$ cat src/urif_pkg.sv
// Shared types and constants for the UART receive idle-timeout framer.
// Used by urif_ctrl, urif_dpath and uart_rx_idle_timeout_framer_core.
// No dependencies.
package urif_pkg;

    // Sizes fixed by the interface
    localparam int unsigned TIMEOUT_W            = 16;
    localparam int unsigned LENGTH_W             = 9;
    localparam int unsigned BYTE_W               = 8;
    localparam int unsigned BUFFER_DEPTH_DEFAULT = 256;
    localparam int unsigned BUFFER_DEPTH_MAX     = 1 << 15;

    localparam logic [TIMEOUT_W-1:0] IDLE_TIMEOUT_RESET = 16'd500;

    // Request opcodes
    localparam logic [1:0] OP_BYTE  = 2'd0;
    localparam logic [1:0] OP_TICK  = 2'd1;
    localparam logic [1:0] OP_READ  = 2'd2;
    localparam logic [1:0] OP_CLEAR = 2'd3;

    // Input request
    typedef struct packed {
        logic [1:0]        op;
        logic [BYTE_W-1:0] rx_byte;
        logic [BYTE_W-1:0] read_index;
    } in_item_t;

    // Result
    typedef struct packed {
        logic                frame_done;
        logic [LENGTH_W-1:0] frame_length;
        logic [BYTE_W-1:0]   read_data;
    } out_item_t;

    // Controller to datapath commands
    typedef struct packed {
        logic do_byte;
        logic do_tick;
        logic do_read;
        logic do_clear;
        logic cfg_write;
    } cmd_t;

endpackage

$ cat src/urif_ctrl.sv
// Handshake controller for the UART receive framer.
// Depends on urif_pkg; drives the command struct into urif_dpath.
module urif_ctrl
(
    input  logic              clk,
    input  logic              rst_n,
    input  logic              in_valid,
    output logic              in_stall,
    input  logic [1:0]        in_op,
    output logic              out_valid,
    input  logic              out_stall,
    input  logic              cfg_valid,
    output logic              cfg_ready,
    output urif_pkg::cmd_t    cmd
);

    typedef enum logic [1:0] {
        ST_IDLE = 2'b01,
        ST_OUT  = 2'b10
    } state_t;

    state_t state_reg;
    state_t state_next;
    logic   accept;

    // Handshake
    assign in_stall  = (state_reg != ST_IDLE);
    assign out_valid = (state_reg == ST_OUT);
    assign accept    = in_valid && !in_stall;
    assign cfg_ready = 1'b1;

    // Op decode into commands
    always_comb
    begin
        cmd.do_byte   = accept && (in_op == urif_pkg::OP_BYTE);
        cmd.do_tick   = accept && (in_op == urif_pkg::OP_TICK);
        cmd.do_read   = accept && (in_op == urif_pkg::OP_READ);
        cmd.do_clear  = accept && (in_op == urif_pkg::OP_CLEAR);
        cmd.cfg_write = cfg_valid && cfg_ready;
    end

    // Next state
    always_comb
    begin
        state_next = state_reg;
        case (state_reg)
            ST_IDLE:
            begin
                if (accept)
                begin
                    state_next = ST_OUT;
                end
            end
            ST_OUT:
            begin
                if (!out_stall)
                begin
                    state_next = ST_IDLE;
                end
            end
            default:
            begin
                state_next = ST_IDLE;
            end
        endcase
    end

    always_ff @(posedge clk or negedge rst_n)
    begin
        if (!rst_n)
        begin
            state_reg <= ST_IDLE;
        end
        else
        begin
            state_reg <= state_next;
        end
    end

endmodule

$ cat src/urif_dpath.sv
// Datapath of the UART receive framer: frame store, counters, idle timer.
// Depends on urif_pkg; commanded by urif_ctrl.
module urif_dpath
#(
    parameter int unsigned BUFFER_DEPTH = urif_pkg::BUFFER_DEPTH_DEFAULT
)
(
    input  logic                             clk,
    input  logic                             rst_n,
    input  urif_pkg::cmd_t                   cmd,
    input  urif_pkg::in_item_t               in_data,
    input  logic [urif_pkg::TIMEOUT_W-1:0]   cfg_data,
    output urif_pkg::out_item_t              out_data
);

    localparam int unsigned AW = (BUFFER_DEPTH > 1) ? $clog2(BUFFER_DEPTH) : 1;
    localparam int unsigned CW = $clog2(BUFFER_DEPTH + 1);

    // Frame store, reset contents undefined
    logic [urif_pkg::BYTE_W-1:0] mem [BUFFER_DEPTH];

    logic [urif_pkg::TIMEOUT_W-1:0] timeout_reg;
    logic [CW-1:0]                  count_reg,   count_next;
    logic                           done_reg,    done_next;
    logic [urif_pkg::TIMEOUT_W-1:0] idle_reg,    idle_next;
    logic                           running_reg, running_next;
    logic                           hit_reg;
    logic [urif_pkg::BYTE_W-1:0]    rd_q;

    logic                           not_full;
    logic                           store_en;
    logic [urif_pkg::TIMEOUT_W-1:0] idle_inc;
    logic [15:0]                    idx_wide;
    logic [15:0]                    len_wide;
    logic                           rd_hit;

    assign not_full = (count_reg < CW'(BUFFER_DEPTH));
    assign store_en = cmd.do_byte && !done_reg && not_full;
    assign idle_inc = idle_reg + 16'd1;
    assign idx_wide = 16'(in_data.read_index);
    assign len_wide = 16'(count_reg);
    assign rd_hit   = (idx_wide < len_wide);

    // Frame state update
    always_comb
    begin
        count_next   = count_reg;
        done_next    = done_reg;
        idle_next    = idle_reg;
        running_next = running_reg;
        if (cmd.do_byte && !done_reg)
        begin
            if (not_full)
            begin
                idle_next  = '0;
                count_next = count_reg + CW'(1);
                if (count_reg == '0)
                begin
                    running_next = 1'b1;
                end
            end
            else
            begin
                // byte on a full store closes the frame and is dropped
                done_next    = 1'b1;
                running_next = 1'b0;
                idle_next    = '0;
            end
        end
        else if (cmd.do_tick && running_reg)
        begin
            if (idle_inc >= timeout_reg)
            begin
                done_next    = 1'b1;
                running_next = 1'b0;
                idle_next    = '0;
            end
            else
            begin
                idle_next = idle_inc;
            end
        end
        else if (cmd.do_clear)
        begin
            count_next   = '0;
            done_next    = 1'b0;
            idle_next    = '0;
            running_next = 1'b0;
        end
    end

    always_ff @(posedge clk or negedge rst_n)
    begin
        if (!rst_n)
        begin
            timeout_reg <= urif_pkg::IDLE_TIMEOUT_RESET;
            count_reg   <= '0;
            done_reg    <= 1'b0;
            idle_reg    <= '0;
            running_reg <= 1'b0;
            hit_reg     <= 1'b0;
        end
        else
        begin
            if (cmd.cfg_write)
            begin
                timeout_reg <= cfg_data;
            end
            count_reg   <= count_next;
            done_reg    <= done_next;
            idle_reg    <= idle_next;
            running_reg <= running_next;
            // read data is only shown for an in-range read
            if (cmd.do_byte || cmd.do_tick || cmd.do_read || cmd.do_clear)
            begin
                hit_reg <= cmd.do_read && rd_hit;
            end
        end
    end

    // Store write and registered read port
    always_ff @(posedge clk)
    begin
        if (store_en)
        begin
            mem[count_reg[AW-1:0]] <= in_data.rx_byte;
        end
        if (cmd.do_read)
        begin
            rd_q <= mem[idx_wide[AW-1:0]];
        end
    end

    // Result
    always_comb
    begin
        out_data.frame_done   = done_reg;
        out_data.frame_length = len_wide[urif_pkg::LENGTH_W-1:0];
        out_data.read_data    = hit_reg ? rd_q : '0;
    end

endmodule

$ cat src/uart_rx_idle_timeout_framer_core.sv
// UART receive framer with idle timeout: top level.
// The result is valid in the cycle after a request is taken; a new request is taken only after
// the result has been taken, since the controller stalls input while a result is pending.
// Reset (rst_n, async, low): frame open and empty, timer stopped, idle_timeout = 500.
// The frame store is not cleared; only entries written in the current frame are read.
// Depends on urif_pkg, urif_ctrl and urif_dpath.
module uart_rx_idle_timeout_framer_core
#(
    parameter int unsigned BUFFER_DEPTH = urif_pkg::BUFFER_DEPTH_DEFAULT
)
(
    input  logic                            clk,
    input  logic                            rst_n,
    input  logic                            in_valid,
    output logic                            in_stall,
    input  urif_pkg::in_item_t              in_data,
    output logic                            out_valid,
    input  logic                            out_stall,
    output urif_pkg::out_item_t             out_data,
    input  logic                            cfg_valid,
    output logic                            cfg_ready,
    input  logic [urif_pkg::TIMEOUT_W-1:0]  cfg_data
);

    urif_pkg::cmd_t cmd;

    urif_ctrl u_ctrl
    (
        .clk       (clk),
        .rst_n     (rst_n),
        .in_valid  (in_valid),
        .in_stall  (in_stall),
        .in_op     (in_data.op),
        .out_valid (out_valid),
        .out_stall (out_stall),
        .cfg_valid (cfg_valid),
        .cfg_ready (cfg_ready),
        .cmd       (cmd)
    );

    urif_dpath #(
        .BUFFER_DEPTH (BUFFER_DEPTH)
    ) u_dpath (
        .clk      (clk),
        .rst_n    (rst_n),
        .cmd      (cmd),
        .in_data  (in_data),
        .cfg_data (cfg_data),
        .out_data (out_data)
    );

    // A taken request yields a result in the next cycle
    a_result_follows: assert property (@(posedge clk) disable iff (!rst_n)
        (in_valid && !in_stall) |=> out_valid)
        else $error("no result after request");

    // One request in flight at a time
    a_one_in_flight: assert property (@(posedge clk) disable iff (!rst_n)
        out_valid |-> in_stall)
        else $error("request taken while result pending");

    // Clear reopens an empty frame
    a_clear_empties: assert property (@(posedge clk) disable iff (!rst_n)
        (in_valid && !in_stall && in_data.op == urif_pkg::OP_CLEAR) |=>
        (!out_data.frame_done && out_data.frame_length == '0))
        else $error("clear did not reopen frame");

    // Only reads return data
    a_read_data_zero: assert property (@(posedge clk) disable iff (!rst_n)
        (in_valid && !in_stall && in_data.op != urif_pkg::OP_READ) |=>
        (out_data.read_data == '0))
        else $error("read data on a non-read request");

endmodule

$ cat config.mk
export PLATFORM = sky130hd
export DESIGN_NAME = uart_rx_idle_timeout_framer_core
export DESIGN_NICKNAME = d
export VERILOG_FILES = /design/src/urif_pkg.sv /design/src/urif_ctrl.sv /design/src/urif_dpath.sv /design/src/uart_rx_idle_timeout_framer_core.sv
export SDC_FILE = /design/constraint.sdc
export NUM_CORES = 2
export LEC_CHECK = 0
export BUFFER_PORTS_ARGS = -buffer_cell sky130_fd_sc_hd__buf_2
export CAP_MARGIN = 20
export CORE_MARGIN = 10
export CORE_UTILIZATION = 45
export CTS_CLUSTER_DIAMETER = 150
export CTS_CLUSTER_SIZE = 12
export DETAILED_ROUTE_END_ITERATION = 6
export PLACE_DENSITY_LB_ADDON = 0.1
export SETUP_SLACK_MARGIN = 0.4
export SYNTH_ARGS = -nofsm -noshare
export SYNTH_HDL_FRONTEND = slang
export SYNTH_SLANG_ARGS = --single-unit
export TNS_END_PERCENT = 100
$ cat constraint.sdc
create_clock -name clk -period 4.1 [get_ports clk]
set_input_delay 0.41 -clock clk [delete_from_list [all_inputs] [get_ports clk]]
set_output_delay 0.41 -clock clk [all_outputs]
set_load 0.01 [all_outputs]
==> out/results.env <==
ROUTED_VIA_DENSITY=5.95
WORSTHOLDSTART='in_data[12]'
AREA_GROWTH_PCT=12.9
FP.DIEH_UM=446
START_KIND='flop'
CRIT_TYPE='reg2reg'
GLOBAL_ROUTE.OVERFLOW_TOTAL=0
DRT_FIRST_ITER_VIOLATIONS=3820
TOTAL_LEAKAGE_POWER_nW=29.3
MAXCAPVIOLATIONS=0
IOPINCOUNT=60
SYNTH-EDFF-COUNT=2056
CLOCK_INSERTION_DELAY_WORST_SKEW_PS=820
CLOCK.FMAX_GHz=0.295
VDD_DROP_MAX_mV=0.361
DETAIL-ROUTE-ANTENNA-NETS=0
FINAL_AREA_SQ_MM=0.0924
ROUTE.VIAS.TOTAL=39900
POST_SYNTH_INST_COUNT=3928
RSZ0062_AT_GRT='no'
IO_BUFFER_COUNT=58
CRIT_PATH_MAX_FO=19
DRTPASS1ITERATIONS=5
FLOORPLAN.CORE_AREA_SQ_MM=0.181
DESIGN.DIE.AREA_SQ_MM=0.199
SYNTH_TOP_FLOP_CELL='sky130_fd_sc_hd__edfxtp_1'
CRITICAL_PATH.SLOWEST_CELL='sky130_fd_sc_hd__dfrtp_1'
SYNTHDISTINCTLIBCELLS=62
DRT-TOTAL-WL_MM=211
TIMING.HOLD.WS_PS=59.8
GRT_PASS1_VIAS=40700
CP.REQUIRED_PS=4860
R2R_CELLS=15
OVERALL_ROUTING_RESOURCE_USAGE_PCT=21.0
GRT_MAX_DEGREE=157
CLOCK_SINKS=2102
PLACED_CELL_AREA_SQ_MM=0.0869
SYN-NUM-NETS=3995
WORST_SETUP_PATH_ENDPOINT='u_dpath.idle_reg[2]'
CRITICAL_PATH_ARRIVAL_PS=4150
TRITONCTS.NUM_BUFFERS=193
MAX_SLEW.WORST_PIN.SLEW_PS=1220
DRCVIOLATIONCOUNT=0
STATUS='completed'
SYNTH-SEQ-CELLS=2102
POST_SYNTHESIS_AVERAGE_CELL_AREA_SQ_UM=20.8
AVGROUTEDWIREPERCELL_UM=31.4
HTREEDEPTH=4
CTSLONGESTPATHBUFFERS=3
MIN_PERIOD_PS=3390
CRIT_PATH_START='u_dpath.idle_reg[0]'
SYNTH_SEQ_AREA_SHARE_PCT=76.9
REPORT.FINAL.SLEW_VIOL_COUNT=0
WORST_R2R_ENDPOINT='u_dpath.idle_reg[2]'
SETUP.WORST_PATH.END_CLASS='flop'
FIN_TNS_SETUP_PS=0
HOLDCRITPATHCLASS='in2reg'
FINAL_NETS=4374
TIMING.FINAL.SETUP_VIOLATIONS=0
GRT_ANTENNA_BEFORE_REPAIR=4
SLOWEST_CELL_DELAY_ON_CRITICAL_PATH_PS=420
CTS_ROOT_BUF='sky130_fd_sc_hd__clkbuf_16'
POST-DP-HPWL_MM=132
FINALCRITPERIODSHARE_PCT=82.6
R2R_START='u_dpath.idle_reg[0]'
SHARE_OF_CELLS_ABOVE_DRIVE_STRENGTH_1_PCT=26.0
ASYNCSETRESETFLOPFRACSYNTH_PCT=2.19
WIRE_LENGTH_OF_THE_FIRST_GLOBAL_ROUTING_PASS_MM=304
NUMBER_OF_FLIP_FLOPS_UNDER_THE_LARGEST_REGISTER_NAME=2048
POWER.DENSITY_mW_PER_MM2=457
SLEW_HEADROOM_PCT=18.9
STD_CELL_ROWS=156
CRIT_PATH_CELL_TRACE='ha_1 > and3_1 > and3_1 > and3_2 > and3_2 > nand3_1 > xnor2_1 > ha_1 > nand2_1 > nand4_1 > a2111oi_2 > o211ai_1 > and2_4 > o21ai_0 > a21o_1'
NETLIST_AREA_SQ_MM=0.0818
CTS_TREE='yes'
R2R_SETUP_SLACK_PS=710
CTS_CLK_PIN_SLEW_WORST_PATHS_PS=60
FINAL.SETUP_SKEW_PS=20.7
YOSYSWARNINGS=0
FINAL_NUMBER_OF_HOLD_VIOLATING_ENDPOINTS=0
GLOBALPLACE.CONGESTION=0.791
INITIAL_CORE_UTIL_PCT=45.3
DIE_W_UM=446
[layout make-up]
class / instances / area (sq um)
antenna: 3 / 7.51
tap: 2370 / 2970
fill: 14300 / 88400
clock buffer: 216 / 5020
clock inverter: 11 / 144
inverter: 30 / 116
sequential: 2102 / 62900
timing repair buffer: 417 / 3670
multi-input combinational: 1563 / 17600
[power breakdown]
| part | switching [mW] | leakage [nW] | internal [mW] |
|---|---|---|---|
| registers | 0.0814 | 19.1 | 23.7 |
| logic | 1.60 | 7.68 | 0.900 |
| clock network | 7.42 | 2.53 | 8.56 |
| total | 9.10 | 29.3 | 33.1 |
[metrics by stage]
stage	util [%]	setup WS, ps	total power [mW]	cells
2_1_floorplan	-	765	25.5	3928
3_3_place_gp	48.1	279	26.7	6454
3_5_place_dp	48.1	253	26.7	6454
4_1_cts	51.1	405	42.6	6707
5_1_grt	51.1	420	43.5	6710
6_report	51.1	713	42.2	6712
[critical path: cells and delay by family, from the launching register on]
family	cells	cell delay, ps
flip-flops	1	420
XOR/XNOR	1	160
AO/OA/AOI/OAI	4	850
adder cells (fa/ha/maj)	2	410
AND/OR/NAND/NOR	8	1480
[cells by family after synthesis]
kind of cell	share of synthesized area (%)
AO/OA/AOI/OAI	3.51
XOR/XNOR	0.214
adder cells (fa/ha/maj)	0.428
buffers and inverters	1.74
flip-flops	76.9
multiplexers	14.2
other	0.00458
AND/OR/NAND/NOR	3.00
[layer usage]
metal  vias up  track usage (%)  share of wire [%]
met5         -                0             0.0057
met4         2             4.67                2.0
met3       223             2.98                5.0
met2      1102             35.0                 50
met1     21600             29.6                 43
li1      17000                -                  -
[worst min path at each step]
stage	to	slack (ps)	depth (start not counted)
final	u_dpath.mem[66][4]	60	1
after global routing	u_ctrl.state_reg[1]	50	4
after CTS	u_ctrl.state_reg[1]	6	4
after detailed placement	u_dpath.timeout_reg[7]	510	2
after global placement	u_dpath.timeout_reg[7]	510	2
after floorplan	u_ctrl.state_reg[1]	110	0
[cells in the mapped netlist, types with 4 or more instances]
cell type	n	area share (%)
sky130_fd_sc_hd__edfxtp_1	2056	75
sky130_fd_sc_hd__mux4_2	480	13
sky130_fd_sc_hd__nor2_1	300	1.4
sky130_fd_sc_hd__clkbuf_1	110	0.50
sky130_fd_sc_hd__a22oi_1	93	0.85
sky130_fd_sc_hd__nand2_1	85	0.39
sky130_fd_sc_hd__mux2i_1	73	0.89
sky130_fd_sc_hd__a21oi_1	56	0.34
sky130_fd_sc_hd__buf_2	55	0.34
sky130_fd_sc_hd__o22ai_1	48	0.37
sky130_fd_sc_hd__dfrtp_1	39	1.2
sky130_fd_sc_hd__a22o_1	38	0.41
sky130_fd_sc_hd__nor3_1	36	0.22
sky130_fd_sc_hd__o21ai_0	35	0.21
sky130_fd_sc_hd__nand3_1	32	0.20
sky130_fd_sc_hd__o221ai_1	32	0.34
sky130_fd_sc_hd__buf_4	30	0.28
sky130_fd_sc_hd__inv_1	30	0.14
sky130_fd_sc_hd__buf_6	29	0.40
sky130_fd_sc_hd__ha_1	28	0.43
sky130_fd_sc_hd__nor2b_1	19	0.15
sky130_fd_sc_hd__a211oi_1	18	0.17
sky130_fd_sc_hd__a31oi_1	17	0.13
sky130_fd_sc_hd__a21o_1	15	0.14
sky130_fd_sc_hd__a221oi_1	14	0.15
sky130_fd_sc_hd__o211ai_1	14	0.13
sky130_fd_sc_hd__and2_1	13	0.099
sky130_fd_sc_hd__xnor2_1	13	0.14
sky130_fd_sc_hd__nor4_1	12	0.092
sky130_fd_sc_hd__and3_1	11	0.084
sky130_fd_sc_hd__nand2b_1	10	0.076
sky130_fd_sc_hd__mux2_2	8	0.11
sky130_fd_sc_hd__dfstp_2	7	0.22
sky130_fd_sc_hd__nand4_1	7	0.054
sky130_fd_sc_hd__xor2_1	7	0.075
sky130_fd_sc_hd__buf_1	6	0.028
sky130_fd_sc_hd__o32a_1	6	0.073
sky130_fd_sc_hd__nor3b_2	5	0.076
sky130_fd_sc_hd__a21boi_0	4	0.037
sky130_fd_sc_hd__a21boi_1	4	0.037
[repair_timing]
item,CTS,global route
gates resized for setup,1,7
gates cloned,0,0
endpoints found under the setup margin,15,18
setup buffers,0,0
endpoints found under the hold margin,58,7
hold buffers,26,1
[cells in the final DEF (no fill, tap or decap), types with 10 or more instances in the layout]
master	instances
sky130_fd_sc_hd__nand3_1	32
sky130_fd_sc_hd__dfrtp_1	39
sky130_fd_sc_hd__a22oi_1	93
sky130_fd_sc_hd__buf_4	291
sky130_fd_sc_hd__o21ai_0	35
sky130_fd_sc_hd__edfxtp_1	2056
sky130_fd_sc_hd__dlygate4sd3_1	27
sky130_fd_sc_hd__mux2i_1	73
sky130_fd_sc_hd__clkbuf_1	18
sky130_fd_sc_hd__nand2_1	77
sky130_fd_sc_hd__a22o_1	38
sky130_fd_sc_hd__mux4_2	480
sky130_fd_sc_hd__inv_1	29
sky130_fd_sc_hd__nor4_1	12
sky130_fd_sc_hd__clkbuf_16	198
sky130_fd_sc_hd__a31oi_1	17
sky130_fd_sc_hd__buf_12	41
sky130_fd_sc_hd__o22ai_1	48
sky130_fd_sc_hd__xnor2_1	13
sky130_fd_sc_hd__nand2b_1	10
sky130_fd_sc_hd__a221oi_1	14
sky130_fd_sc_hd__o211ai_1	14
sky130_fd_sc_hd__a211oi_1	18
sky130_fd_sc_hd__nor2b_1	15
sky130_fd_sc_hd__buf_8	10
sky130_fd_sc_hd__o221ai_1	32
sky130_fd_sc_hd__a21o_1	15
sky130_fd_sc_hd__nor3_1	34
sky130_fd_sc_hd__ha_1	28
sky130_fd_sc_hd__a21oi_1	56
sky130_fd_sc_hd__buf_2	48
sky130_fd_sc_hd__nor2_1	297
sky130_fd_sc_hd__and2_1	11
Power figures use the tool's default switching activity.
